==> src/rtl/cpgd_pkg.sv <==
package cpgd_pkg;

  // Grid and number format
  localparam int GRID_SIZE  = 32;
  localparam int GRID_BITS  = $clog2(GRID_SIZE);
  localparam int ADDR_W     = 3 * GRID_BITS;
  localparam int NCELLS     = GRID_SIZE * GRID_SIZE * GRID_SIZE;
  localparam int FRAC_BITS  = 16;
  localparam int SUM_WIDTH  = 48;

  // Field widths
  localparam int POS_W      = 21;
  localparam int MASS_W     = 24;
  localparam int CELL_W     = 15;
  localparam int OUT_W      = 48;
  localparam int SCALE_W    = 32;

  // Internal widths
  localparam int WGT_W      = FRAC_BITS + 1;
  localparam int VAL_W      = MASS_W;
  localparam int SUM_LO_W   = 32;
  localparam int SUM_HI_W   = SUM_WIDTH - SUM_LO_W;
  localparam int PROD_W     = SUM_WIDTH + SCALE_W;

  // Stream and configuration port widths
  localparam int IN_DATA_W  = 104;
  localparam int OUT_DATA_W = 64;
  localparam int CFG_IDX_W  = 2;
  localparam int CFG_DATA_W = 32;

  // Result queue
  localparam int OUT_DEPTH  = 2;
  localparam int PTR_W      = $clog2(OUT_DEPTH);
  localparam int PEND_W     = $clog2(OUT_DEPTH + 1);

  localparam logic [WGT_W-1:0]     WGT_ONE  = {1'b1, {FRAC_BITS{1'b0}}};
  localparam logic [WGT_W-1:0]     WGT_HALF = {2'b01, {(FRAC_BITS - 1){1'b0}}};
  localparam logic [SUM_WIDTH-1:0] SUM_MAX  = '1;
  localparam logic [OUT_W-1:0]     OUT_MAX  = '1;

  localparam logic CMD_DEPOSIT = 1'b0;
  localparam logic CMD_READ    = 1'b1;
  localparam logic MODE_NGP    = 1'b0;
  localparam logic MODE_CIC    = 1'b1;

  typedef enum logic [CFG_IDX_W-1:0] {
    REG_ASSIGN_MODE   = 2'd0,
    REG_USE_MASS      = 2'd1,
    REG_DENSITY_SCALE = 2'd2
  } cfg_reg_t;

  typedef enum logic [1:0] {
    ST_CLEAR,
    ST_IDLE,
    ST_CORNERS
  } seq_state_t;

  // One grid operation on its way through the weight pipeline
  typedef struct packed {
    logic              valid;
    logic              is_read;
    logic              is_ngp;
    logic              use_mass;
    logic              in_range;
    logic [ADDR_W-1:0] addr;
    logic [CELL_W-1:0] echo;
    logic [WGT_W-1:0]  wa;
    logic [WGT_W-1:0]  wb;
    logic [WGT_W-1:0]  wc;
    logic [MASS_W-1:0] mass;
  } op_t;

  // Memory read request
  typedef struct packed {
    logic              valid;
    logic [ADDR_W-1:0] addr;
  } ram_rd_t;

  // Operation at the read-modify-write stage
  typedef struct packed {
    logic              valid;
    logic              is_read;
    logic              in_range;
    logic [ADDR_W-1:0] addr;
    logic [CELL_W-1:0] echo;
    logic [VAL_W-1:0]  value;
  } acc_op_t;

  typedef struct packed {
    logic [CELL_W-1:0] echo;
    logic [OUT_W-1:0]  density;
  } res_t;

endpackage

==> src/rtl/cpgd_wgt_pipe.sv <==
module cpgd_wgt_pipe import cpgd_pkg::*; (
  input  logic    clk,
  input  logic    rst,
  input  op_t     s1,
  output ram_rd_t rd,
  output acc_op_t s4
);

  op_t                       s2;
  op_t                       s3;
  op_t                       s2_next;
  op_t                       s3_next;
  logic [2*WGT_W-1:0]        prod_ab;
  logic [2*WGT_W-1:0]        prod_c;
  logic [WGT_W+MASS_W-1:0]   prod_m;
  logic [VAL_W-1:0]          value;

  // Weight product is formed in two truncating steps, then optionally times mass.
  assign prod_ab = s1.wa * s1.wb;
  assign prod_c  = s2.wa * s2.wc;
  assign prod_m  = s3.wa * s3.mass;

  always_comb begin
    s2_next    = s1;
    s2_next.wa = prod_ab[FRAC_BITS +: WGT_W];
    s3_next    = s2;
    s3_next.wa = prod_c[FRAC_BITS +: WGT_W];
  end

  always_comb begin
    if (s3.is_ngp) begin
      value = s3.use_mass ? s3.mass : VAL_W'(WGT_ONE);
    end else begin
      value = s3.use_mass ? prod_m[FRAC_BITS +: VAL_W] : VAL_W'(s3.wa);
    end
  end

  assign rd.valid = s3.valid;
  assign rd.addr  = s3.addr;

  always_ff @(posedge clk) begin
    if (rst) begin
      s2.valid <= 1'b0;
      s3.valid <= 1'b0;
      s4.valid <= 1'b0;
    end else begin
      s2          <= s2_next;
      s3          <= s3_next;
      s4.valid    <= s3.valid;
      s4.is_read  <= s3.is_read;
      s4.in_range <= s3.in_range;
      s4.addr     <= s3.addr;
      s4.echo     <= s3.echo;
      s4.value    <= value;
    end
  end

endmodule

==> config.mk <==
export PLATFORM = sky130hd
export DESIGN_NAME = cpgd_wgt_pipe
export DESIGN_NICKNAME = d
export VERILOG_FILES = /design/src/rtl/cpgd_pkg.sv /design/src/rtl/cpgd_wgt_pipe.sv
export SDC_FILE = /design/constraint.sdc
export NUM_CORES = 2
export LEC_CHECK = 0
export BUFFER_PORTS_ARGS = -buffer_cell sky130_fd_sc_hd__buf_4
export CAP_MARGIN = 30
export CORE_UTILIZATION = 30
export DETAILED_ROUTE_END_ITERATION = 10
export GPL_TIMING_DRIVEN = 1
export PLACE_DENSITY_LB_ADDON = 0.12
export SLEW_MARGIN = 20
export SYNTH_ARGS = -nofsm -noshare
export SYNTH_HDL_FRONTEND = slang
export SYNTH_SLANG_ARGS = --single-unit
==> constraint.sdc <==
create_clock -name clk -period 15.2 [get_ports clk]
set_input_delay 1.52 -clock clk [delete_from_list [all_inputs] [get_ports clk]]
set_output_delay 1.52 -clock clk [all_outputs]
set_load 0.05 [all_outputs]
# Yosys cells after proc, flatten, opt, wreduce, memory -nomap -nowiden
# Cells that the tools add are included.
# totals
wordCells,31
register_bits,226
output_inout_bits,73
in_bits,112
# op_classes
n_mux,3
n_mul,3
# ops
operator,count
$mux 24,3
$mul 17x17->33,2
$mul 17x24->40,1

# Logic depth before layout (Yosys ltp)
# depth
ltp_word,3
mapped_depth,24
mapped_depth_nobuf,23

# Least setup slack after synthesis
# Ideal clock, no wire load.
# synth_timing
kind,input -> register
startpoint,input s1[71] (netlist bit)
endpoint,register s2[71] (netlist bit) (data pin)
n_path_buf,2
setup_time_ns,0.259
cell_stages,24
arrival_ns,7.346
t_required_ns,14.941
slack_ns,7.595
cell_sequence,clkbuf_1 clkbuf_1 nand2_1 fa_1 inv_1 fa_1 inv_1 fa_1 inv_1 fa_1 inv_1 fa_1 inv_1 fa_1 ha_1 a21oi_1 o21ai_0 or3_1 o21ai_0 o21ai_1 a311oi_1 o31ai_1 a21o_1 xor2_1
# synth_via
elab_chain_cells,1
# synth_rtl
element,line_no,rtl
start: declaration,cpgd_wgt_pipe.sv:4,"input op_t s1,"
$mul 17x17->33,cpgd_wgt_pipe.sv:19,assign prod_ab = s1.wa * s1.wb;
via prod_ab[29],cpgd_wgt_pipe.sv:13,logic [2*WGT_W-1:0] prod_ab;
end signal: assignment,cpgd_wgt_pipe.sv:47,s2 <= s2_next;
end: declaration,cpgd_wgt_pipe.sv:9,op_t s2;
# The timed path passes the listed nets, and every way through them passes these cells.
# A chain may end at the register's enable or synchronous reset.

# Final worst setup path
# layout_timing
startpoint,register s3[74] (netlist bit)
endpoint,register s4[23] (netlist bit) (data pin)
# layout_via
elab_chain_cells,3
# layout_rtl
element,line_no,rtl
start: declaration,cpgd_wgt_pipe.sv:10,op_t s3;
start signal: assignment,cpgd_wgt_pipe.sv:48,s3 <= s3_next;
$mul 17x24->40,cpgd_wgt_pipe.sv:21,assign prod_m = s3.wa * s3.mass;
$mux 24,cpgd_wgt_pipe.sv:34,value = s3.use_mass ? prod_m[FRAC_BITS +: VAL_W] : VAL_W'(s3.wa);
$mux 24,cpgd_wgt_pipe.sv:31,if (s3.is_ngp) begin
via value[23],cpgd_wgt_pipe.sv:16,logic [VAL_W-1:0] value;
end: declaration,cpgd_wgt_pipe.sv:6,output acc_op_t s4
# The timed path passes the listed nets, and every way through them passes these cells.

==> results.toml <==
[run_status]
outcome = "finished, violations left"
violations = "DRC"

[sta]
min_period_over_period_pct = 47.7
fin_skew_ps = 27.1
rsz0062_at_grt = "no"
finalSetupViolCount = 0
worstMarginPinSlew_ps = 902
fmax_ghz = 0.138
final_max_slew_viol_count = 0
relSlewSlack_pct = 39.9
hold_violations = 0
tns_ps = 0
period_minus_slack_ps = 7260

[critical_path]
critPathRequiredTime_ps = 15550
cp_max_fo = 15
worstSetupPathType = "reg -> reg"
cp.arrival_ps = 7610
endpoint_kind = "register"
cp-start-kind = "register"

[logic_synthesis]
synth_flop_cell = "edfxtp_1"
yosysUniqueCellTypes = 57
synth_area_per_cell_um2 = 9.83
synth-edff-count = 223
netlist_instances = 3799
ys_ff_latch = 226
syn_nets = 4992
synth_warnings = 0
syn_area_um2 = 37300
seq_area_frac_synth_pct = 18.1
ys_async_sr_fraction_pct = 0

[placed_design]
gp_congestion = 0.787
port-buffer-count = 184
place_hpwl_um = 75700

[global_route]
grt_pass1_vias = 27000
gr-usage-all-layers_pct = 16.3
antenna_found_initial = 4
grt_pass1_wl_um = 160000
grt-ovfl-total = 0
grt_max_degree = 80

[clock_tree]
clk_path_buf_depth = 3
cts_hold_buf = 0
h-tree-depth = 1
insertion_delay_ps = 630
post-cts-setup-buffer-count = 0
clk_pin_slew_worst_paths_ps = 60
cts_tree = "yes"
cts.sink_count = 226
numCtsBuffers = 30
cts_resized = 0
root_buffer = "clkbuf_16"

[routing]
initialDrtViolationCount = 1080
vias = 24500
drc = 2
finalWirelength_um = 99200
wl_per_cell_um = 17.9
viasPerCell = 4.41
ant_nets = 0
drtPass1Iterations = 10

[final_layout]
antenna_cells = 0
layout.nets = 5083
final_common_cell = "inv_1"
final_cell_mix = "inv_1 (919), fa_1 (768), nand2_1 (694)"
drive_above_1_share_pct = 7.92
area_delta_synth_final_pct = 11.1

[run]
cap_viol_max_count = 0

[floorplan]
initial_core_util_pct = 30.2
ioPinCount = 185
core_um2 = 124000
die_width_um = 355
die-area_um2 = 126000
die_h_um = 355
row_count = 129

[min_path]
min-delay-path-class = "reg -> reg"
path summary, 6_finish.rpt:
kind              startpoint  endpoint  slack [ps]  cells after the start
setup / recovery      s3[74]    s4[23]        7940                     20
hold / removal        s2[16]    s3[16]         420                      0
setup reg to reg      s3[74]    s4[23]        7940                     20
hold reg to reg       s2[16]    s3[16]         420                      0
state kept, by name, summed over array words and instances (netlist names):
name / cells
s2: 93
s4: 57
rd: 16
s3: 60
logic make-up after synthesis:
| logic type | count (synthesis) | share of synthesized area (%) |
|---|---|---|
| fa+ha+maj | 1081 | 51.7 |
| simple gates | 1122 | 13.9 |
| buf+inv | 1107 | 11.3 |
| xor+xnor | 68 | 1.59 |
| flops | 226 | 18.1 |
| compound gates | 193 | 3.43 |
| mux | 2 | 0.0536 |
critical path, stage by stage, from the launching register on:
cell	delay (ps)
edfxtp_1	890
buf_4	340
and2_1	160
fa_1	430
fa_1	490
fa_1	530
fa_1	430
fa_1	490
inv_1	50
fa_1	490
inv_1	50
ha_1	360
a21oi_1	280
o21ai_0	230
a211oi_1	230
a21oi_1	200
a41oi_1	420
a41oi_1	270
a311oi_1	360
xnor2_1	170
o21ai_0	140
routing by layer:
metal | part of all wire (%) | track usage (%)
met2 | 48 | 28.0
met3 | 3.4 | 1.87
met5 | 0.049 | 0
met1 | 46 | 22.2
met4 | 1.7 | 2.79
layout make-up:
type / instances / area, um^2
sequential: 226 / 6760
tap: 1637 / 2050
timing repair buffer: 246 / 1880
clock buffer: 32 / 758
multi-input combinational: 2466 / 26400
inverter: 920 / 3460
fill: 12900 / 82100
clock inverter: 24 / 234
cell usage after synthesis, types with 4 or more instances:
library cell | n | share of area, %
inv_1 | 920 | 9.2
xor2_1 | 23 | 0.54
nor2_1 | 34 | 0.34
a31oi_1 | 4 | 0.067
nand2_1 | 694 | 7.0
a22o_1 | 14 | 0.33
nor3_1 | 7 | 0.094
a211oi_1 | 9 | 0.18
fa_1 | 768 | 41
a21oi_1 | 46 | 0.62
nand3_1 | 15 | 0.20
edfxtp_1 | 223 | 18
o21bai_1 | 5 | 0.10
and4_1 | 4 | 0.094
xnor2_1 | 45 | 1.1
and3_1 | 14 | 0.23
ha_1 | 313 | 10
o211ai_1 | 8 | 0.16
o21ai_0 | 51 | 0.68
and2_1 | 326 | 5.5
nor2b_1 | 9 | 0.15
clkbuf_1 | 171 | 1.7
buf_4 | 16 | 0.32
nand2b_1 | 5 | 0.084
a21o_1 | 20 | 0.40
nand4_1 | 4 | 0.067
o21a_1 | 5 | 0.10
per-stage QoR:
stage	util, %	setup WS, ps	cell area [um^2]	hold WS [ps]	instances
finish	33.6	7940	41500	417	5551
global route	33.6	7510	41500	419	5551
CTS	33.6	7900	41500	419	5551
detailed placement	32.8	7380	40500	405	5495
global placement	32.7	7370	40500	401	5492
floorplan	-	7590	37300	400	3799
Power is not shown: default switching activity piles up to over one toggle a cycle in this logic, so the estimate is an artifact.
