<file path="config.mk">
export PLATFORM = sky130hd
export DESIGN_NAME = cpgd_out_fifo
export DESIGN_NICKNAME = d
export VERILOG_FILES = /design/src/rtl/cpgd_pkg.sv /design/src/rtl/cpgd_out_fifo.sv
export SDC_FILE = /design/constraint.sdc
export NUM_CORES = 1
export LEC_CHECK = 0
export ABC_AREA = 1
export ABC_CLOCK_PERIOD_IN_PS = 3950
export BUFFER_PORTS_ARGS = -buffer_cell sky130_fd_sc_hd__buf_2
export CORE_ASPECT_RATIO = 1.75
export CORE_MARGIN = 8
export CORE_UTILIZATION = 35
export DETAILED_ROUTE_END_ITERATION = 10
export PLACE_DENSITY = 0.57
export SLEW_MARGIN = 0
export SYNTH_ARGS = -nofsm -noshare
export SYNTH_HDL_FRONTEND = slang
export SYNTH_SLANG_ARGS = --single-unit
</file>
<file path="constraint.sdc">
create_clock -name clk -period 3.95 [get_ports clk]
set_input_delay 0.1975 -clock clk [delete_from_list [all_inputs] [get_ports clk]]
set_output_delay 0.1975 -clock clk [all_outputs]
set_load 0.01 [all_outputs]
</file>
<file path="src/rtl/cpgd_pkg.sv">
package cpgd_pkg;

  // Grid and number format
  localparam int GRID_SIZE  = 32;
  localparam int GRID_BITS  = $clog2(GRID_SIZE);
  localparam int ADDR_W     = 3 * GRID_BITS;
  localparam int NCELLS     = GRID_SIZE * GRID_SIZE * GRID_SIZE;
  localparam int FRAC_BITS  = 16;
  localparam int SUM_WIDTH  = 48;

  // Field widths
  localparam int POS_W      = 21;
  localparam int MASS_W     = 24;
  localparam int CELL_W     = 15;
  localparam int OUT_W      = 48;
  localparam int SCALE_W    = 32;

  // Internal widths
  localparam int WGT_W      = FRAC_BITS + 1;
  localparam int VAL_W      = MASS_W;
  localparam int SUM_LO_W   = 32;
  localparam int SUM_HI_W   = SUM_WIDTH - SUM_LO_W;
  localparam int PROD_W     = SUM_WIDTH + SCALE_W;

  // Stream and configuration port widths
  localparam int IN_DATA_W  = 104;
  localparam int OUT_DATA_W = 64;
  localparam int CFG_IDX_W  = 2;
  localparam int CFG_DATA_W = 32;

  // Result queue
  localparam int OUT_DEPTH  = 2;
  localparam int PTR_W      = $clog2(OUT_DEPTH);
  localparam int PEND_W     = $clog2(OUT_DEPTH + 1);

  localparam logic [WGT_W-1:0]     WGT_ONE  = {1'b1, {FRAC_BITS{1'b0}}};
  localparam logic [WGT_W-1:0]     WGT_HALF = {2'b01, {(FRAC_BITS - 1){1'b0}}};
  localparam logic [SUM_WIDTH-1:0] SUM_MAX  = '1;
  localparam logic [OUT_W-1:0]     OUT_MAX  = '1;

  localparam logic CMD_DEPOSIT = 1'b0;
  localparam logic CMD_READ    = 1'b1;
  localparam logic MODE_NGP    = 1'b0;
  localparam logic MODE_CIC    = 1'b1;

  typedef enum logic [CFG_IDX_W-1:0] {
    REG_ASSIGN_MODE   = 2'd0,
    REG_USE_MASS      = 2'd1,
    REG_DENSITY_SCALE = 2'd2
  } cfg_reg_t;

  typedef enum logic [1:0] {
    ST_CLEAR,
    ST_IDLE,
    ST_CORNERS
  } seq_state_t;

  // One grid operation on its way through the weight pipeline
  typedef struct packed {
    logic              valid;
    logic              is_read;
    logic              is_ngp;
    logic              use_mass;
    logic              in_range;
    logic [ADDR_W-1:0] addr;
    logic [CELL_W-1:0] echo;
    logic [WGT_W-1:0]  wa;
    logic [WGT_W-1:0]  wb;
    logic [WGT_W-1:0]  wc;
    logic [MASS_W-1:0] mass;
  } op_t;

  // Memory read request
  typedef struct packed {
    logic              valid;
    logic [ADDR_W-1:0] addr;
  } ram_rd_t;

  // Operation at the read-modify-write stage
  typedef struct packed {
    logic              valid;
    logic              is_read;
    logic              in_range;
    logic [ADDR_W-1:0] addr;
    logic [CELL_W-1:0] echo;
    logic [VAL_W-1:0]  value;
  } acc_op_t;

  typedef struct packed {
    logic [CELL_W-1:0] echo;
    logic [OUT_W-1:0]  density;
  } res_t;

endpackage

</file>
<file path="src/rtl/cpgd_out_fifo.sv">
module cpgd_out_fifo import cpgd_pkg::*; (
  input  logic clk,
  input  logic rst,
  input  logic push,
  input  res_t din,
  output logic valid,
  input  logic ready,
  output res_t dout
);

  res_t              mem [OUT_DEPTH];
  logic [PTR_W-1:0]  wr_ptr;
  logic [PTR_W-1:0]  rd_ptr;
  logic [PEND_W-1:0] count;
  logic              pop;

  assign valid = (count != '0);
  assign pop   = valid && ready;
  assign dout  = mem[rd_ptr];

  always_ff @(posedge clk) begin
    if (rst) begin
      wr_ptr <= '0;
      rd_ptr <= '0;
      count  <= '0;
    end else begin
      if (push) begin
        wr_ptr <= wr_ptr + 1'b1;
      end
      if (pop) begin
        rd_ptr <= rd_ptr + 1'b1;
      end
      if (push && !pop) begin
        count <= count + 1'b1;
      end else if (!push && pop) begin
        count <= count - 1'b1;
      end
    end
  end

  always_ff @(posedge clk) begin
    if (push) begin
      mem[wr_ptr] <= din;
    end
  end

endmodule

</file>
=== Word level (Yosys, flattened, before mapping) ===
Memories as Yosys holds them, arrays and structs flattened. A register that Yosys moved wholly into a read port is not among the register bits.
Index checks and enable logic that the tools add are counted.

* RAM bits: 126
* Memories: 1
* Output and inout port bits: 64
* Register bits after elaboration: 4

* Reduce and logical (&&, ||, !) cells: 7
* Muxes and demuxes: 6
* $add $sub $neg: 4

{| class="wikitable"
|+ Memory list
! name !! depth !! bits a word !! rd ports !! clocked after Yosys merged registers in !! wr ports !! line !! RTL
|-
| mem || 2 || 63 || 1 || 1 || 1 || cpgd_out_fifo.sv:11 || <nowiki>res_t mem [OUT_DEPTH];</nowiki>
|}

{| class="wikitable"
|+ Operators with widths
! kind !! count
|-
| $mux 1 || 4
|-
| $mux 2 || 2
|-
| $reduce_bool 2->1 || 2
|-
| $logic_and 1x1->1 || 3
|-
| $add 1x1->1 const B || 2
|-
| $add 2x1->2 const B || 1
|-
| $logic_not 1->1 || 2
|-
| $sub 2x1->2 const B || 1
|}

=== Logic depth before layout (Yosys ltp) ===
* Depth after elaboration: 5
* Depth in mapped cells: 10
* Gate-level depth less buffers: 10

=== Worst setup path after synthesis ===
OpenSTA, ideal clock, no wires.

* Path type: register to register
* Start: register wr_ptr
* End: memory mem[0][0] in the netlist's numbering (enable)
* Stages on the path, launching flop included: 2
* Clock period less this slack: 3.439 ns
* Arrival: 2.953 ns
* Setup slack: 0.511 ns
* Data required time: 3.464 ns
* Path through: dfxtp_1 nor2_1

{| class="wikitable"
|+ RTL lines
! element !! line !! RTL
|-
| start: declaration || cpgd_out_fifo.sv:12 || <nowiki>logic [PTR_W-1:0] wr_ptr;</nowiki>
|-
| start signal: assignment || cpgd_out_fifo.sv:28 || <nowiki>wr_ptr <= wr_ptr + 1'b1;</nowiki>
|-
| end: declaration || cpgd_out_fifo.sv:11 ||
|}

Straight into the memory's write port.

==> flow_summary.json <==
{
  "wl_met1_um": 3640,
  "outcome": "finished, final reports clean",
  "drt_wl_total_um": 10100,
  "fillers": 1206,
  "yosysTopAreaCell": "edfxtp_1",
  "irDropWorstVdd_uv": 408,
  "top_layer": "met4",
  "crit_path_end_kind": "output pin",
  "slew_headroom": 0.310,
  "dominantRegCellSynth": "edfxtp_1",
  "grt_pass1_vias": 3072,
  "viasPerCell": 4.26,
  "synth-seq-area-share": 0.765,
  "crit_buf_inv": 2,
  "yosys.area_share.xor_xnor": 0,
  "synthTopCellsByArea": "edfxtp_1 75%, mux2_4 18%, buf_12 2.4%",
  "globalplace.congestion": 0.683,
  "drc": 0,
  "synth_top_family_by_area": "multiplexers",
  "vias": 2698,
  "clkTransAtPathRegs_ps": 50,
  "ant_nets": 0,
  "cts_tree": "built",
  "worst_ep_required_time_ps": 3750,
  "synthAdderAreaFrac": 0.00246,
  "core_area_um2": 14300,
  "drt_pass1_iterations": 4,
  "synth-edff-count": 126,
  "cts.path.max_buffers": 2,
  "synth_top_area_share": 0.745,
  "synthArstFlopShare": 0,
  "crit_chain": "buf_4 > mux2_4 > buf_2",
  "die_w_um": 107,
  "grt_pass1_wl_um": 15600,
  "power_leakage_nw": 2.82,
  "cpPeakStageDelay_ps": 1010,
  "cts-root-buf": "clkbuf_16",
  "holdPathStages": 3,
  "synth.ff_latch_count": 131,
  "post-synth-top-count-cell": "edfxtp_1",
  "fin_nets": 508,
  "stdcell_count": 633,
  "synth_compound_area_frac": 0.00296,
  "power_density_nw_per_um2": 505,
  "crit_fanout": 54,
  "synth_area_um2": 5080,
  "hold_path_class": "in2reg",
  "worstMarginPinSlew_ps": 1040,
  "antenna_found_initial": 0,
  "die_y_um": 175,
  "grt_max_degree": 64,
  "syn_avg_cell_area_um2": 22.1,
  "rows": 58,
  "die_area_um2": 18800,
  "synth_commonest_cells": "126 x edfxtp_1, 60 x mux2_4, 8 x inv_1, 8 x nand2_1, 6 x buf_12",
  "rsz0062_at_grt": "false",
  "fin_crit_ps": 2470,
  "syn_nets": 298,
  "hpwlAfterDp_um": 6660,
  "hold_viol_final": 0,
  "dp_cells": 537,
  "overflow": 0,
  "setup_viol": 0,
  "hold_slack_ps": 108,
  "port_buffers": 130,
  "route.met2.wl_um": 5780,
  "grtUsageTotal": 0.111,
  "tns_ps": 0,
  "wl_per_cell_um": 15.9,
  "drive_gt1_frac": 0.508,
  "netlist_instances": 230,
  "reg2reg_depth": 3,
  "maxSlewViolCount": 0,
  "skew_ps": 6.32,
  "met3WireLength_um": 495,
  "cts_buffers": 17,
  "timing.fmax_mhz": 404,
  "fin_crit_sh": 0.626,
  "h-tree-depth": 4,
  "yosysUniqueCellTypes": 15,
  "drt_iter0_drc": 75,
  "yosysWarnings": 0,
  "initial_core_util": 0.355,
  "critPathLaunchType": "flip-flop",
  "cap_violations": 0,
  "synthSimpleGateAreaFrac": 0.0138,
  "total_power_w": 0.00356,
  "insertion_delay_ps": 400,
  "arrival_ps": 2280,
  "n_antenna_cell": 0,
  "crit_type": "reg2out",
  "syn_to_final_growth_pct": 38.8,
  "cp_slowest_cell": "dfxtp_4",
  "clock_sink_count": 131,
  "ios": 131,
  "path_delay_family": "flip-flops",
  "r2r_slack_ps": 2070,
  "crit_cells": 3,
  "synthMuxAreaShare": 0.184
}
worst paths after layout:
kind | start | end
setup reg to reg | wr_ptr$_SDFFE_PP0P_ | mem[1][49]$_DFFE_PP_
hold / removal | ready | flip-flop
setup / recovery | flip-flop | dout[32]
hold reg to reg | rd_ptr$_SDFFE_PP0P_ | flip-flop
metrics by stage:
step	setup WS (ps)	cell area, um2	utilization
after floorplan	511	5080	-
after global placement	1880	5860	0.410
after detailed placement	1860	5860	0.410
after CTS	1430	7030	0.492
after global routing	1350	7050	0.493
final	1480	7050	0.493
where the power goes:
group          leakage (nW)  total, W  switching, W  internal, W
Combinational          1.33  0.000471      0.000193     0.000277
Clock                 0.267   0.00141      0.000553     0.000860
Sequential             1.22   0.00168     0.0000634      0.00161
Total                  2.82   0.00356      0.000810      0.00275
routing by layer:
| metal | track usage | vias to the layer above |
|---|---|---|
| li1 | - | 1317 |
| met1 | 0.102 | 1304 |
| met2 | 0.208 | 69 |
| met3 | 0.0356 | 8 |
| met4 | 0.0531 | 0 |
| met5 | 0 | - |
cells by family (layout without fill, tap and decap cells):
group | after synthesis | count (layout)
and+or+nand+nor | 17 | 17
muxes | 63 | 63
adders and majority gates | 1 | 1
DFF | 131 | 131
buffers and inverters | 15 | 238
AOI/OAI and AO/OA | 3 | 3
cell type report:
| type | count | area (um2) | area share |
|---|---|---|---|
| Multi-Input combinational cell | 84 | 1040 | 0.148 |
| Clock inverter | 14 | 114 | 0.0162 |
| Tap cell | 180 | 225 | 0.0320 |
| Timing Repair Buffer | 198 | 1320 | 0.188 |
| Clock buffer | 18 | 429 | 0.0609 |
| Sequential cell | 131 | 3890 | 0.552 |
| Inverter | 8 | 30.0 | 0.00426 |
flip-flops by register name, summed over array words and instances, names as in the netlist, named ones only:
name and count:
rd_ptr 1, mem 126, count 2, wr_ptr 1
cells in the final DEF, fill, tap and decap left out:
cell type	synthesis	routed
nand2_1	8	8
clkbuf_1	0	1
edfxtp_1	126	126
nor2_4	0	1
clkinv_1	0	1
mux2_2	3	3
buf_4	0	4
inv_1	8	7
clkinv_2	0	6
o21ai_0	1	1
a21oi_1	2	2
nand3_1	2	2
buf_2	0	130
dfxtp_4	0	1
ha_1	1	1
nand4_1	1	1
inv_2	0	1
clkinv_4	0	2
nor3_1	1	1
dfxtp_1	5	4
mux2_4	60	60
bufinv_16	0	1
inv_6	0	2
clkbuf_16	0	17
nor2_1	5	4
clkinvlp_4	0	2
dlygate4sd3_1	0	64
tightest hold or removal path: cells and delay by family:
family | cells | cell delay [ps]
buffers and inverters | 1 | 100
and+or+nand+nor | 1 | 90
AOI/OAI and AO/OA | 1 | 80
timing repair:
| action | 4_1_cts | 5_1_grt |
|---|---|---|
| hold buffers | 62 | 2 |
| hold endpoints to repair | 123 | 3 |
| buffers inserted | 0 | 0 |
| gates resized for setup | 0 | 0 |
(Power assumes the default switching activity.)
