==> config.mk <==
export PLATFORM = sky130hd
export DESIGN_NAME = cpgd_accum
export DESIGN_NICKNAME = d
export VERILOG_FILES = /design/src/rtl/cpgd_pkg.sv /design/src/rtl/cpgd_accum.sv
export SDC_FILE = /design/constraint.sdc
export NUM_CORES = 2
export LEC_CHECK = 0
export ABC_CLOCK_PERIOD_IN_PS = 13900
export BUFFER_PORTS_ARGS = -buffer_cell sky130_fd_sc_hd__buf_2
export CAP_MARGIN = 20
export CORE_MARGIN = 2
export CORE_UTILIZATION = 55
export CTS_CLUSTER_DIAMETER = 60
export CTS_CLUSTER_SIZE = 10
export DETAILED_ROUTE_END_ITERATION = 16
export PLACE_DENSITY = 0.73
export SYNTH_ARGS = -nofsm -noshare
export SYNTH_HDL_FRONTEND = slang
export SYNTH_SLANG_ARGS = --single-unit
==> constraint.sdc <==
create_clock -name clk -period 13.9 [get_ports clk]
set_clock_uncertainty 0.05 [all_clocks]
set_input_delay 0 -clock clk [delete_from_list [all_inputs] [get_ports clk]]
set_output_delay 0 -clock clk [all_outputs]
set_load 0.01 [all_outputs]
==> src/rtl/cpgd_pkg.sv <==
package cpgd_pkg;

  // Grid and number format
  localparam int GRID_SIZE  = 32;
  localparam int GRID_BITS  = $clog2(GRID_SIZE);
  localparam int ADDR_W     = 3 * GRID_BITS;
  localparam int NCELLS     = GRID_SIZE * GRID_SIZE * GRID_SIZE;
  localparam int FRAC_BITS  = 16;
  localparam int SUM_WIDTH  = 48;

  // Field widths
  localparam int POS_W      = 21;
  localparam int MASS_W     = 24;
  localparam int CELL_W     = 15;
  localparam int OUT_W      = 48;
  localparam int SCALE_W    = 32;

  // Internal widths
  localparam int WGT_W      = FRAC_BITS + 1;
  localparam int VAL_W      = MASS_W;
  localparam int SUM_LO_W   = 32;
  localparam int SUM_HI_W   = SUM_WIDTH - SUM_LO_W;
  localparam int PROD_W     = SUM_WIDTH + SCALE_W;

  // Stream and configuration port widths
  localparam int IN_DATA_W  = 104;
  localparam int OUT_DATA_W = 64;
  localparam int CFG_IDX_W  = 2;
  localparam int CFG_DATA_W = 32;

  // Result queue
  localparam int OUT_DEPTH  = 2;
  localparam int PTR_W      = $clog2(OUT_DEPTH);
  localparam int PEND_W     = $clog2(OUT_DEPTH + 1);

  localparam logic [WGT_W-1:0]     WGT_ONE  = {1'b1, {FRAC_BITS{1'b0}}};
  localparam logic [WGT_W-1:0]     WGT_HALF = {2'b01, {(FRAC_BITS - 1){1'b0}}};
  localparam logic [SUM_WIDTH-1:0] SUM_MAX  = '1;
  localparam logic [OUT_W-1:0]     OUT_MAX  = '1;

  localparam logic CMD_DEPOSIT = 1'b0;
  localparam logic CMD_READ    = 1'b1;
  localparam logic MODE_NGP    = 1'b0;
  localparam logic MODE_CIC    = 1'b1;

  typedef enum logic [CFG_IDX_W-1:0] {
    REG_ASSIGN_MODE   = 2'd0,
    REG_USE_MASS      = 2'd1,
    REG_DENSITY_SCALE = 2'd2
  } cfg_reg_t;

  typedef enum logic [1:0] {
    ST_CLEAR,
    ST_IDLE,
    ST_CORNERS
  } seq_state_t;

  // One grid operation on its way through the weight pipeline
  typedef struct packed {
    logic              valid;
    logic              is_read;
    logic              is_ngp;
    logic              use_mass;
    logic              in_range;
    logic [ADDR_W-1:0] addr;
    logic [CELL_W-1:0] echo;
    logic [WGT_W-1:0]  wa;
    logic [WGT_W-1:0]  wb;
    logic [WGT_W-1:0]  wc;
    logic [MASS_W-1:0] mass;
  } op_t;

  // Memory read request
  typedef struct packed {
    logic              valid;
    logic [ADDR_W-1:0] addr;
  } ram_rd_t;

  // Operation at the read-modify-write stage
  typedef struct packed {
    logic              valid;
    logic              is_read;
    logic              in_range;
    logic [ADDR_W-1:0] addr;
    logic [CELL_W-1:0] echo;
    logic [VAL_W-1:0]  value;
  } acc_op_t;

  typedef struct packed {
    logic [CELL_W-1:0] echo;
    logic [OUT_W-1:0]  density;
  } res_t;

endpackage

==> src/rtl/cpgd_accum.sv <==
module cpgd_accum import cpgd_pkg::*; (
  input  logic                 clk,
  input  logic                 rst,
  input  acc_op_t              s4,
  input  ram_rd_t              rd,
  input  logic [SUM_WIDTH-1:0] rdata,
  input  logic [SCALE_W-1:0]   scale,
  output logic                 we,
  output logic [ADDR_W-1:0]    waddr,
  output logic [SUM_WIDTH-1:0] wdata,
  output logic                 res_valid,
  output res_t                 res
);

  logic                          fwd_hit;
  logic [SUM_WIDTH-1:0]          fwd_data;
  logic [SUM_WIDTH-1:0]          cur;
  logic [SUM_WIDTH:0]            sum_ext;
  logic [SUM_WIDTH-1:0]          new_sum;
  logic                          p_valid;
  logic                          p_in_range;
  logic [CELL_W-1:0]             p_echo;
  logic [SUM_LO_W+SCALE_W-1:0]   p_lo;
  logic [SUM_HI_W+SCALE_W-1:0]   p_hi;
  logic [PROD_W-1:0]             total;

  // The memory read for the next operation happens at the same edge as this
  // write, so a read of the same cell sees the old value; the new one is forwarded.
  assign cur     = fwd_hit ? fwd_data : rdata;
  assign sum_ext = {1'b0, cur} + (SUM_WIDTH + 1)'(s4.value);
  assign new_sum = sum_ext[SUM_WIDTH] ? SUM_MAX : sum_ext[SUM_WIDTH-1:0];

  assign we    = s4.valid && !s4.is_read;
  assign waddr = s4.addr;
  assign wdata = new_sum;

  always_ff @(posedge clk) begin
    if (rst) begin
      fwd_hit <= 1'b0;
      p_valid <= 1'b0;
    end else begin
      fwd_hit <= we && rd.valid && (rd.addr == s4.addr);
      p_valid <= s4.valid && s4.is_read;
    end
  end

  always_ff @(posedge clk) begin
    fwd_data   <= new_sum;
    p_in_range <= s4.in_range;
    p_echo     <= s4.echo;
    p_lo       <= cur[SUM_LO_W-1:0] * scale;
    p_hi       <= cur[SUM_WIDTH-1:SUM_LO_W] * scale;
  end

  assign total = PROD_W'(p_lo) + {p_hi, {SUM_LO_W{1'b0}}};

  always_comb begin
    res.echo = p_echo;
    if (!p_in_range) begin
      res.density = '0;
    end else if (total[PROD_W-1:OUT_W+FRAC_BITS] != '0) begin
      res.density = OUT_MAX;
    end else begin
      res.density = total[FRAC_BITS +: OUT_W];
    end
  end

  assign res_valid = p_valid;

endmodule

# Word level (Yosys, flattened, before mapping)
# Cells that the tools add are included.
# word_totals
wordCells,22
register_bits,178
input_bits,155
# op_classes
n_reduce_logical,6
n_mul,2
add_sub_neg,2
n_mux,4
eq_ne,1
# ops
cell,count
2-to-1 mux 48 bit,4
adder 64 x 80 -> 80 bit,1
multiplier 32 x 32 -> 64 bit,1
adder 48 x 24 -> 49 bit,1
multiplier 16 x 32 -> 48 bit,1
nonzero test 16 bit,1
== test 15 bit,1
logical AND 1 bit,4
logical NOT 1 bit,1

# Longest topological paths before layout
# depth
ltp_word,4
ltp_mapped,33
depth_no_buf,27

# Worst setup path after synthesis
# OpenSTA, ideal clock, no wires.
# synth_path
path_kind,flip-flop to flip-flop
startpoint,register fwd_hit
endpoint,register p_lo[51]
path_stages_with_launch,31
slack_ns,5.195
arrival_time_ns,8.583
t_required_ns,13.778
setup_ns,0.072
cell_sequence,dfxtp_1 > buf_2 > buf_2 > buf_2 > buf_1 > mux2_2 > clkbuf_1 > and2_1 > fa_1 > fa_1 > fa_1 > inv_1 > fa_1 > inv_1 > fa_1 > inv_1 > fa_1 > inv_1 > fa_1 > fa_1 > ha_1 > and4_1 > and4_1 > o211ai_1 > nand3_1 > a21bo_2 > a211o_1 > a311oi_1 > o21ai_0 > a221oi_1 > xnor2_1
# synth_between
elab_chain_len,2
# synth_rtl
element,line,text
"start, declared",cpgd_accum.sv:15,logic fwd_hit;
"start signal, assigned",cpgd_accum.sv:42,fwd_hit <= we && rd.valid && (rd.addr == s4.addr);
2-to-1 mux 48 bit,cpgd_accum.sv:29,assign cur = fwd_hit ? fwd_data : rdata;
multiplier 32 x 32 -> 64 bit,cpgd_accum.sv:51,p_lo <= cur[SUM_LO_W-1:0] * scale;
"end signal, assigned",cpgd_accum.sv:51,
"end, declared",cpgd_accum.sv:23,logic [SUM_LO_W+SCALE_W-1:0] p_lo;
# Every way passes these cells.
# A chain may end at the register's enable or synchronous reset.

# Worst setup path after layout
# layout_path
startpoint,register fwd_hit
endpoint,register p_lo[62]
# The elaborated chain is that of the path after synthesis.

==> impl_metrics.yaml <==
sta:
  slew_headroom_pct: 18.0
  setup_tns_ns: 0
  slew_violations: 0
  rsz0062_at_grt: "false"
  worst_pin_slew_ns: 1.21
  max_freq_mhz: 94.4
  final_hold_viol_count: 0
  setup_ws_ns: 3.31
  period_share_pct: 76.2
  fin_crit_ns: 10.59
  finalSetupViolations: 0
finish:
  fin_area_um2: 60500
  nFillCells: 9066
  layout.area.seq_um2: 3250
  fin_nets: 8342
  drive_gt1_share_pct: 6.85
  area_growth_pct: 5.56
  multiInputGateArea_um2: 47800
outcome:
  outcome: "completed"
clocking:
  tritoncts: "built"
  clkSinkCount: 162
  htreeDepth: 4
  post_cts_resized: 0
  clk_path_buf_depth: 2
  cts_buffers: 17
  clock_latency_ns: 0.54
  cts-root-buf: "clkbuf_16"
  clk_pin_slew_ns: 0.08
synth:
  synthCells: 6400
  ys_async_sr_fraction_pct: 0
  syn_avg_cell_area_um2: 8.96
  netlist_top_cells_area: "fa_1, ha_1, inv_1"
  yosysWarnings: 0
  synth_top_flop_cell: "dfxtp_1"
  synth-seq-cells: 162
  yosysSeqAreaShare_pct: 5.65
  synth_edf_count: 0
  synth_top_cell_by_area: "fa_1"
  yosysUniqueCellTypes: 83
  synth_fp_nets: 8306
  synth_top_area_share_pct: 45.9
  synthesis.area_um2: 57400
global_route:
  grt_use_total_pct: 32.3
  grt_pass1_wl_um: 266000
  grt_max_degree: 49
  grt_remaining_overflow: 0
  antenna_found_initial: 19
  grt_pass1_vias: 47700
routing:
  drc: 0
  ant_nets: 0
  first_iter_violations: 3452
  wl_um: 168000
  vias: 44500
  drt-pass1-iter-count: 5
  wire_per_inst_um: 21.4
  vias_per_cell: 5.68
setup_path:
  required_ns: 14.26
  crit_path_max_fanout: 42
  worstSetupEndpointType: "flip-flop"
  arrival_ns: 10.95
  startpoint_type: "flip-flop"
  crit_type: "flip-flop to flip-flop"
placed_design:
  gp_congestion: 0.953
  io_buffers: 282
  pre_cts_slack_ns: 3.47
  place_area_um2: 59400
  dp_hpwl_um: 128000
die:
  fp.dieH_um: 327
  core_area_um2: 103000
  die_area_um2: 107000
  die_x_um: 327
  fp-row-count: 118
  start_util_pct: 55.4
  io_pins: 283
worst_hold_path:
  hold_path_class: "input port to flip-flop"
run:
  drv_cap: 0
==> per-stage QoR <==
stage               utilization (%)  hold slack (ns)  cells
floorplan                         -          -0.0223   6400
global placement               57.4           0.0519   7745
detailed placement             57.4           0.0539   7745
CTS                            58.5          0.00143   7829
global route                   58.5           0.0547   7838
finish                         58.5           0.0387   7839
==> logic make-up (layout without fill, tap and decap cells) <==
kind of cell | after synthesis | after routing | synth area share (%)
mux | 64 | 64 | 1.23
buf+inv | 1663 | 1712 | 11.1
simple gates | 2028 | 2028 | 17.6
compound gates | 578 | 578 | 6.65
flops | 162 | 162 | 5.65
other cells | 0 | 10 | 0
fa+ha+maj | 1751 | 1751 | 55.4
xor+xnor | 154 | 154 | 2.35
==> repair_timing <==
action,4_1_cts,5_1_grt
hold endpoints to repair,43,0
hold buffers,52,0
setup buffers,0,0
==> cells in the mapped netlist (all sizes together) (25+ instances only) <==
| cell | n |
|---|---|
| o21a | 70 |
| a21oi | 166 |
| and2 | 766 |
| mux2 | 52 |
| xnor2 | 108 |
| fa | 1315 |
| o21ai | 87 |
| nand2 | 907 |
| nor2 | 112 |
| a21o | 85 |
| nand3 | 49 |
| ha | 436 |
| nor2b | 25 |
| nor3 | 30 |
| and3 | 25 |
| dfxtp | 162 |
| nand4 | 35 |
| clkbuf | 325 |
| inv | 1292 |
| xor2 | 46 |
| buf | 46 |
| a31oi | 32 |
==> worst max-delay path, stage by stage, from the launching register on <==
cell and delay (ns):
dfxtp_2 0.55, buf_4 0.61, mux2_2 0.70, and2_1 0.32
fa_1 0.53, inv_1 0.05, fa_1 0.49, fa_1 0.45
fa_1 0.55, inv_1 0.05, fa_1 0.51, fa_1 0.57
fa_1 0.42, fa_1 0.45, ha_1 0.39, nand2_1 0.10
o21ai_0 0.11, o41ai_1 0.98, o32ai_1 0.20, nor4_1 0.95
nor4b_1 0.25, o31ai_1 0.34, a21oi_1 0.17, or4bb_1 0.48
o311ai_0 0.11
==> path summary, 6_finish.rpt <==
path / startpoint / to / slack (ns) / cells past startpoint
min: s4[21] / fwd_data[22]$_DFF_P_ / 0.04 / 5
max: fwd_hit$_SDFF_PP0_ / p_lo[62]$_DFF_P_ / 3.31 / 24
min reg2reg: fwd_data[44]$_DFF_P_ / fwd_data[44]$_DFF_P_ / 0.64 / 3
max reg2reg: fwd_hit$_SDFF_PP0_ / p_lo[62]$_DFF_P_ / 3.31 / 24
==> routing by layer <==
metal / part of all wire [%] / track usage, %
met2: 47 / 52.4
met1: 38 / 40.8
met4: 6.7 / 19.6
met5: 0.026 / 0
met3: 7.9 / 5.18
==> registers in the layout, indices dropped and copies added (netlist names) <==
name	cells
fwd_data	48
fwd_hit	1
p_echo	15
p_hi	48
p_in_range	1
p_lo	48
res_valid	1
==> area by class of cell <==
type | count | share of cell area [%]
diodes | 10 | 0.0413
clock buffers | 18 | 0.725
clock inverters | 14 | 0.242
inverters | 1292 | 8.01
multi-input cells | 4575 | 78.9
flip-flops and latches | 162 | 5.36
well taps | 1380 | 2.85
repair buffers | 388 | 3.86
==> layout by cell type (no fill, tap or decap), types with 11 or more instances in the layout <==
cell	count
clkbuf_16	17
and2_1	766
buf_4	54
a31oi_1	31
fa_1	1315
dfxtp_1	160
buf_2	282
ha_1	436
o211ai_1	11
and3_1	25
dlygate4sd3_1	52
xnor2_1	108
nand4_1	34
inv_1	1292
nor2_1	112
a21o_1	85
o21bai_1	21
xor2_1	46
nand2b_1	15
mux2i_1	12
nand2_1	907
nor4_1	15
a21oi_1	166
nand3_1	47
nor2b_1	25
nor3_1	30
o21ai_0	81
o21a_1	70
mux2_2	52
Power is left out: the tool's default activity adds up to more than one toggle a clock period on the data nets, which glitch-free logic cannot reach.
