File: config.mk
export PLATFORM = sky130hd
export DESIGN_NAME = cpgd_seq
export DESIGN_NICKNAME = d
export VERILOG_FILES = /design/src/rtl/cpgd_pkg.sv /design/src/rtl/cpgd_seq.sv
export SDC_FILE = /design/constraint.sdc
export NUM_CORES = 1
export LEC_CHECK = 0
export BUFFER_PORTS_ARGS = -buffer_cell sky130_fd_sc_hd__buf_2
export CAP_MARGIN = 25
export CORE_MARGIN = 5
export CORE_UTILIZATION = 55
export CTS_CLUSTER_SIZE = 10
export DETAILED_ROUTE_END_ITERATION = 10
export PLACE_DENSITY = 0.8
export SYNTH_ARGS = -nofsm -noshare
export SYNTH_HDL_FRONTEND = slang
export SYNTH_SLANG_ARGS = --single-unit
File: constraint.sdc
create_clock -name clk -period 7.4 [get_ports clk]
set_input_delay 1.11 -clock clk [delete_from_list [all_inputs] [get_ports clk]]
set_output_delay 1.11 -clock clk [all_outputs]
set_load 0.01 [all_outputs]
File: src/rtl/cpgd_pkg.sv
package cpgd_pkg;

  // Grid and number format
  localparam int GRID_SIZE  = 32;
  localparam int GRID_BITS  = $clog2(GRID_SIZE);
  localparam int ADDR_W     = 3 * GRID_BITS;
  localparam int NCELLS     = GRID_SIZE * GRID_SIZE * GRID_SIZE;
  localparam int FRAC_BITS  = 16;
  localparam int SUM_WIDTH  = 48;

  // Field widths
  localparam int POS_W      = 21;
  localparam int MASS_W     = 24;
  localparam int CELL_W     = 15;
  localparam int OUT_W      = 48;
  localparam int SCALE_W    = 32;

  // Internal widths
  localparam int WGT_W      = FRAC_BITS + 1;
  localparam int VAL_W      = MASS_W;
  localparam int SUM_LO_W   = 32;
  localparam int SUM_HI_W   = SUM_WIDTH - SUM_LO_W;
  localparam int PROD_W     = SUM_WIDTH + SCALE_W;

  // Stream and configuration port widths
  localparam int IN_DATA_W  = 104;
  localparam int OUT_DATA_W = 64;
  localparam int CFG_IDX_W  = 2;
  localparam int CFG_DATA_W = 32;

  // Result queue
  localparam int OUT_DEPTH  = 2;
  localparam int PTR_W      = $clog2(OUT_DEPTH);
  localparam int PEND_W     = $clog2(OUT_DEPTH + 1);

  localparam logic [WGT_W-1:0]     WGT_ONE  = {1'b1, {FRAC_BITS{1'b0}}};
  localparam logic [WGT_W-1:0]     WGT_HALF = {2'b01, {(FRAC_BITS - 1){1'b0}}};
  localparam logic [SUM_WIDTH-1:0] SUM_MAX  = '1;
  localparam logic [OUT_W-1:0]     OUT_MAX  = '1;

  localparam logic CMD_DEPOSIT = 1'b0;
  localparam logic CMD_READ    = 1'b1;
  localparam logic MODE_NGP    = 1'b0;
  localparam logic MODE_CIC    = 1'b1;

  typedef enum logic [CFG_IDX_W-1:0] {
    REG_ASSIGN_MODE   = 2'd0,
    REG_USE_MASS      = 2'd1,
    REG_DENSITY_SCALE = 2'd2
  } cfg_reg_t;

  typedef enum logic [1:0] {
    ST_CLEAR,
    ST_IDLE,
    ST_CORNERS
  } seq_state_t;

  // One grid operation on its way through the weight pipeline
  typedef struct packed {
    logic              valid;
    logic              is_read;
    logic              is_ngp;
    logic              use_mass;
    logic              in_range;
    logic [ADDR_W-1:0] addr;
    logic [CELL_W-1:0] echo;
    logic [WGT_W-1:0]  wa;
    logic [WGT_W-1:0]  wb;
    logic [WGT_W-1:0]  wc;
    logic [MASS_W-1:0] mass;
  } op_t;

  // Memory read request
  typedef struct packed {
    logic              valid;
    logic [ADDR_W-1:0] addr;
  } ram_rd_t;

  // Operation at the read-modify-write stage
  typedef struct packed {
    logic              valid;
    logic              is_read;
    logic              in_range;
    logic [ADDR_W-1:0] addr;
    logic [CELL_W-1:0] echo;
    logic [VAL_W-1:0]  value;
  } acc_op_t;

  typedef struct packed {
    logic [CELL_W-1:0] echo;
    logic [OUT_W-1:0]  density;
  } res_t;

endpackage

File: src/rtl/cpgd_seq.sv
module cpgd_seq import cpgd_pkg::*; (
  input  logic              clk,
  input  logic              rst,
  input  logic              in_valid,
  output logic              in_ready,
  input  logic              cmd,
  input  logic [POS_W-1:0]  pos_x,
  input  logic [POS_W-1:0]  pos_y,
  input  logic [POS_W-1:0]  pos_z,
  input  logic [MASS_W-1:0] mass,
  input  logic [CELL_W-1:0] read_cell,
  input  logic              assign_mode,
  input  logic              use_mass,
  input  logic              out_done,
  output op_t               issue,
  output logic              clr_we,
  output logic [ADDR_W-1:0] clr_addr
);

  typedef struct packed {
    logic [GRID_BITS-1:0] lo;
    logic [WGT_W-1:0]     w_lo;
    logic [WGT_W-1:0]     w_hi;
  } axis_t;

  // Lower of the two cells that get a share on one axis, and the two tent weights.
  function automatic axis_t split_axis(input logic [POS_W-1:0] pos);
    axis_t                a;
    logic [WGT_W-1:0]     f;
    logic [GRID_BITS-1:0] k;
    f = {1'b0, pos[FRAC_BITS-1:0]};
    k = pos[FRAC_BITS +: GRID_BITS];
    if (f < WGT_HALF) begin
      a.lo   = k - 1'b1;
      a.w_lo = WGT_HALF - f;
      a.w_hi = WGT_HALF + f;
    end else begin
      a.lo   = k;
      a.w_lo = WGT_ONE - (f - WGT_HALF);
      a.w_hi = f - WGT_HALF;
    end
    return a;
  endfunction

  function automatic op_t corner_op(input axis_t ax, input axis_t ay, input axis_t az,
                                    input logic [2:0] c, input logic [MASS_W-1:0] m,
                                    input logic um);
    op_t                  op;
    logic [GRID_BITS-1:0] cx;
    logic [GRID_BITS-1:0] cy;
    logic [GRID_BITS-1:0] cz;
    cx = c[2] ? ax.lo + 1'b1 : ax.lo;
    cy = c[1] ? ay.lo + 1'b1 : ay.lo;
    cz = c[0] ? az.lo + 1'b1 : az.lo;
    op          = '0;
    op.valid    = 1'b1;
    op.use_mass = um;
    op.in_range = 1'b1;
    op.addr     = {cx, cy, cz};
    op.wa       = c[2] ? ax.w_hi : ax.w_lo;
    op.wb       = c[1] ? ay.w_hi : ay.w_lo;
    op.wc       = c[0] ? az.w_hi : az.w_lo;
    op.mass     = m;
    return op;
  endfunction

  seq_state_t        state;
  seq_state_t        state_next;
  op_t               issue_next;
  logic [2:0]        corner;
  axis_t             hx;
  axis_t             hy;
  axis_t             hz;
  logic [MASS_W-1:0] hmass;
  logic [PEND_W-1:0] pend;
  axis_t             ax_i;
  axis_t             ay_i;
  axis_t             az_i;
  logic              acc;
  logic              acc_read;

  assign ax_i     = split_axis(pos_x);
  assign ay_i     = split_axis(pos_y);
  assign az_i     = split_axis(pos_z);
  assign in_ready = (state == ST_IDLE) && (pend < PEND_W'(OUT_DEPTH));
  assign acc      = in_valid && in_ready;
  assign acc_read = acc && (cmd == CMD_READ);
  assign clr_we   = (state == ST_CLEAR);

  always_ff @(posedge clk) begin
    if (rst) begin
      state <= ST_CLEAR;
    end else begin
      state <= state_next;
    end
  end

  always_comb begin
    state_next = state;
    issue_next = '0;
    case (state)
      ST_CLEAR: begin
        if (clr_addr == '1) begin
          state_next = ST_IDLE;
        end
      end
      ST_IDLE: begin
        if (acc) begin
          if (cmd == CMD_READ) begin
            issue_next.valid    = 1'b1;
            issue_next.is_read  = 1'b1;
            issue_next.addr     = read_cell[ADDR_W-1:0];
            issue_next.echo     = read_cell;
            issue_next.in_range = {1'b0, read_cell} < (CELL_W + 1)'(NCELLS);
          end else if (assign_mode == MODE_NGP) begin
            issue_next.valid    = 1'b1;
            issue_next.is_ngp   = 1'b1;
            issue_next.use_mass = use_mass;
            issue_next.in_range = 1'b1;
            issue_next.addr     = {pos_x[FRAC_BITS +: GRID_BITS],
                                   pos_y[FRAC_BITS +: GRID_BITS],
                                   pos_z[FRAC_BITS +: GRID_BITS]};
            issue_next.mass     = mass;
          end else begin
            issue_next = corner_op(ax_i, ay_i, az_i, 3'd0, mass, use_mass);
            state_next = ST_CORNERS;
          end
        end
      end
      ST_CORNERS: begin
        issue_next = corner_op(hx, hy, hz, corner, hmass, use_mass);
        if (corner == '1) begin
          state_next = ST_IDLE;
        end
      end
      default: begin
        state_next = ST_IDLE;
      end
    endcase
  end

  always_ff @(posedge clk) begin
    if (rst) begin
      issue.valid <= 1'b0;
      clr_addr    <= '0;
      pend        <= '0;
      corner      <= '0;
    end else begin
      issue <= issue_next;
      if (state == ST_CLEAR) begin
        clr_addr <= clr_addr + 1'b1;
      end
      if (acc) begin
        corner <= 3'd1;
      end else if (state == ST_CORNERS) begin
        corner <= corner + 1'b1;
      end
      if (acc_read && !out_done) begin
        pend <= pend + 1'b1;
      end else if (!acc_read && out_done) begin
        pend <= pend - 1'b1;
      end
    end
  end

  always_ff @(posedge clk) begin
    if (acc) begin
      hx    <= ax_i;
      hy    <= ay_i;
      hz    <= az_i;
      hmass <= mass;
    end
  end

endmodule

# [Word level (Yosys, flattened, before mapping)]
# Cells that the tools add are included.
[op_classes] n_shift=0 n_eq_ne=9 add_sub_neg=22 reduce_logical=12 n_div=0 mux=27 bitwise_logic=0 n_mul=0 n_lt_le_gt_ge=4
[op_table] op="$pmux W110 S2" count=1
[op_table] op="$mux W39" count=3
[op_table] op="$mux W110" count=1
[op_table] op="$mux W75" count=1
[op_table] op="$add A16 B16 Y17 const A" count=3
[op_table] op="$mux W17" count=3
[op_table] op="$mux W51" count=1
[op_table] op="$sub A16 B16 Y17 const A" count=3
[op_table] op="$sub A16 B16 Y17 const B" count=3
[op_table] op="$sub A17 B17 Y17 const A" count=3
[op_table] op="$lt A16 B16 Y1 const B" count=3
[op_table] op="$mux W31" count=1
[op_table] op="$mux W18" count=1
[op_table] op="$mux W2" count=8
[op_table] op="$add A15 B1 Y15 const B" count=1
[op_table] op="$add A5 B1 Y5 const B" count=3
[op_table] op="$eq A15 B15 Y1 const B" count=1
[op_table] op="$mux W5" count=3
[op_table] op="$sub A5 B1 Y5 const B" count=3
[op_table] op="$ne A2 B2 Y1 const B" count=4
[op_table] op="$pmux W2 S3" count=1
[op_table] op="$logic_and A1 B1 Y1" count=5
[op_table] op="$reduce_and A5 Y1" count=1
[op_table] op="$reduce_bool A2 Y1" count=2
[op_table] op="other kinds (12)" count=15
[word_totals] romBits=0 register_bits=273 out_inout_bits=127 elab_cells=100 latch_bits=0 ram_bits=0 mem_count=0

# [Longest topological paths before layout]
[logic_depth] depth_word=8 depth_mapped=10

# [Worst setup path after synthesis]
# Ideal clock, no wire load.
[synth_timing] path_kind="input -> register" startpoint="input in_valid" endpoint="register pend[1]" slack_ns=0.914 cell_stages=7 required_time_ns=7.329 arrival_ns=6.416 setup_time_ns=0.071 path_cell_list="nand3b_1 -> inv_1 -> buf_1 -> and2_1 -> ha_1 -> or3_1 -> a21oi_1"
[synth_between] elab_chain_cells=5
[synth_rtl] element="from (decl)" line="cpgd_seq.sv:4" source="input logic in_valid,"
[synth_rtl] element="$logic_and A1 B1 Y1 (*)" line="cpgd_seq.sv:86" source="assign acc = in_valid && in_ready;"
[synth_rtl] element="net acc" line="cpgd_seq.sv:79" source="logic acc;"
[synth_rtl] element="$logic_and A1 B1 Y1 (*)" line="cpgd_seq.sv:87" source="assign acc_read = acc && (cmd == CMD_READ);"
[synth_rtl] element="$logic_not A1 Y1" line="cpgd_seq.sv:160" source="end else if (!acc_read && out_done) begin"
[synth_rtl] element="$logic_and A1 B1 Y1" line="cpgd_seq.sv:160"
[synth_rtl] element="$reduce_bool A2 Y1 (no source line)"
[synth_rtl] element="to (signal assigned)" line="cpgd_seq.sv:159" source="pend <= pend + 1'b1;"
[synth_rtl] element="to (signal assigned)" line="cpgd_seq.sv:161" source="pend <= pend - 1'b1;"
[synth_rtl] element="to (decl)" line="cpgd_seq.sv:75" source="logic [PEND_W-1:0] pend;"
# The timed path passes the listed nets; every way through them passes the cells marked *.
# A chain may end at the register's enable or synchronous reset.

==> impl_metrics.env <==
export IMPL_status="finished, final reports clean"
export IMPL_area_growth_pct=19.46
export IMPL_initial_core_util_pct=56.04
export IMPL_synth_edf_count=244
export IMPL_numCtsBuffers=31
export IMPL_crit_path_end_kind="register"
export IMPL_worst_slew_pin_transition_ns=0.8617
export IMPL_drtAntennaViolNets=0
export IMPL_worstPathRequired_ns=7.80
export IMPL_synth_ff_type="edfxtp_1"
export IMPL_hpwl_um=18810
export IMPL_ys_ff_latch=267
export IMPL_track_usage_pct=21.94
export IMPL_finalCritPeriodShare_pct=40.41
export IMPL_synth_area_mm2=0.01186
export IMPL_clk_latency_ns=0.54
export IMPL_clk_pin_slew_worst_paths_ns=0.05
export IMPL_netlist_top_cell_by_area="edfxtp_1"
export IMPL_max_freq_mhz=334.4
export IMPL_cts_resized=0
export IMPL_grt_first_pass_wirelength_um=43240
export IMPL_cts_tree="yes"
export IMPL_finalHoldViolations=0
export IMPL_tns_ns=0
export IMPL_fin_ws_ns=4.410
export IMPL_vias=7995
export IMPL_powerDensity_mw_per_mm2=230.9
export IMPL_slew_violations=0
export IMPL_final_core_util_pct=66.95
export IMPL_clock_path_buffers=3
export IMPL_viasPerCell=5.768
export IMPL_startpoint="in_valid"
export IMPL_p_leak_nw=5.084
export IMPL_die_area_mm2=0.02459
export IMPL_cts_root_buffer="clkbuf_16"
export IMPL_ys_warn_count=0
export IMPL_cp_num_cells=7
export IMPL_firstDrtPassIters=5
export IMPL_crit_family="simple AND/OR/NAND/NOR gates"
export IMPL_fillers=1567
export IMPL_drive_gt1_share_pct=27.57
export IMPL_gr_total_overflow=0
export IMPL_r2r_cells=8
export IMPL_fin_total_pwr_w=0.003270
export IMPL_fin_skew_ns=0.01202
export IMPL_wl_per_cell_um=19.98
export IMPL_die_w_um=156.8
export IMPL_io_pins=236
export IMPL_drtIter0Drc=557
export IMPL_multi_input_area_mm2=0.003796
export IMPL_grt_max_degree=83
export IMPL_final_setup_viol_count=0
export IMPL_antenna_found_initial=2
export IMPL_async_flop_share_pct=0
export IMPL_period_needed_ns=2.990
export IMPL_clock_sinks=267
export IMPL_ys_types=54
export IMPL_drc_errors=0
export IMPL_routabilityCongestion=0.8481
export IMPL_syn_avg_cell_area_um2=13.79
export IMPL_start_kind="input pin"
export IMPL_place_ws_ns=3.872
export IMPL_die_h_um=156.8
export IMPL_finalWirelength_um=27700
export IMPL_yosys_top_cells_area="edfxtp_1 62%, dfxtp_1 3.9%, xnor2_1 3.8%"
export IMPL_htree_num_levels=1
export IMPL_maxCapViolCount=0
export IMPL_max_stage_delay_ns=0.66
export IMPL_grt_pass1_vias=8157
export IMPL_placementRows=53
export IMPL_syn_num_nets=985
export IMPL_final_nets=1219
export IMPL_post_cts_buffers=0
export IMPL_rsz0062_at_grt="no"
export IMPL_critPathBufInv=3
export IMPL_port_buffers=235
export IMPL_regArea_mm2=0.007787
export IMPL_core_area_mm2=0.02115
export IMPL_netlist_instances=860
export IMPL_cp_slowest_cell="inv_6"
export IMPL_r2r_end="issue[18]"
export IMPL_holdBufCountCts=0
export IMPL_hold_class="reg -> reg"
export IMPL_critPathMaxFanout=82
export IMPL_crit_chain="buf_2 -> nand3b_1 -> inv_6 -> nand2_1 -> nor2_2 -> buf_8 -> a22o_1"
export IMPL_arrival_ns=3.39
export IMPL_synth_top_area_share_pct=61.80
export IMPL_seq_area_frac_synth_pct=65.69
export IMPL_ir_drop_uv=206.5
export IMPL_reg2reg_from="state[1]"
export IMPL_crit_path_end="issue[18]"
export IMPL_regToRegSetupSlack_ns=4.45
export IMPL_hp_start="clr_addr[5]"
export IMPL_max_slew_margin_pct=42.49
export IMPL_criticalPathCategory="in -> reg"
==> how the worst min path moves through the flow <==
stage	to	cells past startpoint	slack, ns
5_1_grt	issue[5]	1	0.55
2_1_floorplan	pend[1]	2	0.47
6_report	clr_addr[5]	2	0.51
3_3_place_gp	clr_addr[5]	2	0.48
4_1_cts	clr_addr[5]	2	0.52
3_5_place_dp	clr_addr[5]	2	0.51
==> layout make-up <==
type / count / share of cell area, %
Tap cell: 275 / 2.430
Clock buffer: 45 / 5.849
Clock inverter: 4 / 0.1767
Sequential cell: 267 / 54.99
Antenna cell: 1 / 0.01767
Multi-Input combinational cell: 521 / 26.80
Timing Repair Buffer: 246 / 8.967
Inverter: 27 / 0.7686
==> cells in the mapped netlist, types with 4 or more instances <==
master and n:
o21ai_0 17, mux2_2 12, a32oi_1 5, nor3_1 31, dfxtp_1 23, or3_1 12, nand4_1 12, nor2_1 45
or2_2 4, mux2i_1 45, o31a_1 5, o22ai_1 4, nor2b_1 9, xor2_1 28, ha_1 16, inv_1 27
o211ai_1 4, o2bb2ai_1 22, buf_1 8, nor4_1 23, or4_1 10, nand3_1 14, and2_1 20, edfxtp_1 244
a21oi_1 13, a22o_1 24, clkbuf_1 35, a22oi_1 8, nand2_1 31, a32o_1 4, o21a_1 6, o32ai_1 8
xnor2_1 52, nand2b_1 9, nand3b_1 4
==> worst reg2reg max path: stages, from the launching register on <==
cell and delay [ns]:
dfxtp_1 0.31, inv_1 0.09, ha_1 0.19, nand3b_1 0.31, inv_6 0.67, nand2_1 0.46, nor2_2 0.39, buf_8 0.23
a22o_1 0.17
==> layer usage <==
metal  track usage [%]  vias up  part of all wire [%]
met3             3.650       48                   6.0
met1             28.19     3904                    40
met2             38.78      266                    51
met5                 0        -                 0.076
met4             5.909        4                   2.4
li1                  -     3773                     -
==> kinds of logic (layout without fill, tap and decap cells) <==
logic type                 Yosys count  after routing  share of synthesized area, %
adders and majority gates           16             16                         1.689
muxes                               57             57                         4.939
buffers and inverters               72            322                         2.354
AOI/OAI and AO/OA                  133            133                         8.633
xor gates and xnor gates            80             80                         5.910
other                                0              1                             0
DFF                                267            267                         65.69
and+or+nand+nor                    235            235                         10.79
==> power breakdown <==
group          leakage (nW)  internal [W]  switching (W)  total, W
combinational          2.13     0.0000860       0.000148  0.000234
sequential             2.54       0.00170      0.0000190   0.00172
clock                 0.409      0.000762       0.000550   0.00131
total                  5.08       0.00255       0.000717   0.00327
==> state kept, by name, summed over array words and instances (netlist names) <==
| name | count |
|---|---|
| issue | 110 |
| hx | 37 |
| hy | 37 |
| hz | 37 |
| hmass | 24 |
| clr_addr | 15 |
| corner | 3 |
| pend | 2 |
| state | 2 |
==> layout by cell type (no fill, tap or decap), types with 10 or more instances in the layout <==
cell       count
xor2_1        28
a21oi_1       13
mux2i_1       45
ha_1          16
nor2_1        44
buf_2        235
clkbuf_16     31
nand4_1       12
nor4_1        23
o21ai_0       17
and2_1        20
mux2_2        12
nand2_1       31
nor3_1        30
or4_1         10
or3_1         12
xnor2_1       52
a22o_1        24
edfxtp_1     244
dfxtp_1       23
inv_1         25
clkbuf_1      14
nand3_1       14
o2bb2ai_1     22
==> metrics by stage <==
step / hold slack (ns) / cell area, µm² / cells
6_report: 0.5087 / 14160 / 1386
4_1_cts: 0.5152 / 14160 / 1385
3_5_place_dp: 0.5082 / 13310 / 1336
5_1_grt: 0.5472 / 14160 / 1385
3_3_place_gp: 0.4805 / 13280 / 1334
2_1_floorplan: 0.4662 / 11860 / 860
No activity file was read; power rests on OpenSTA's default activity.
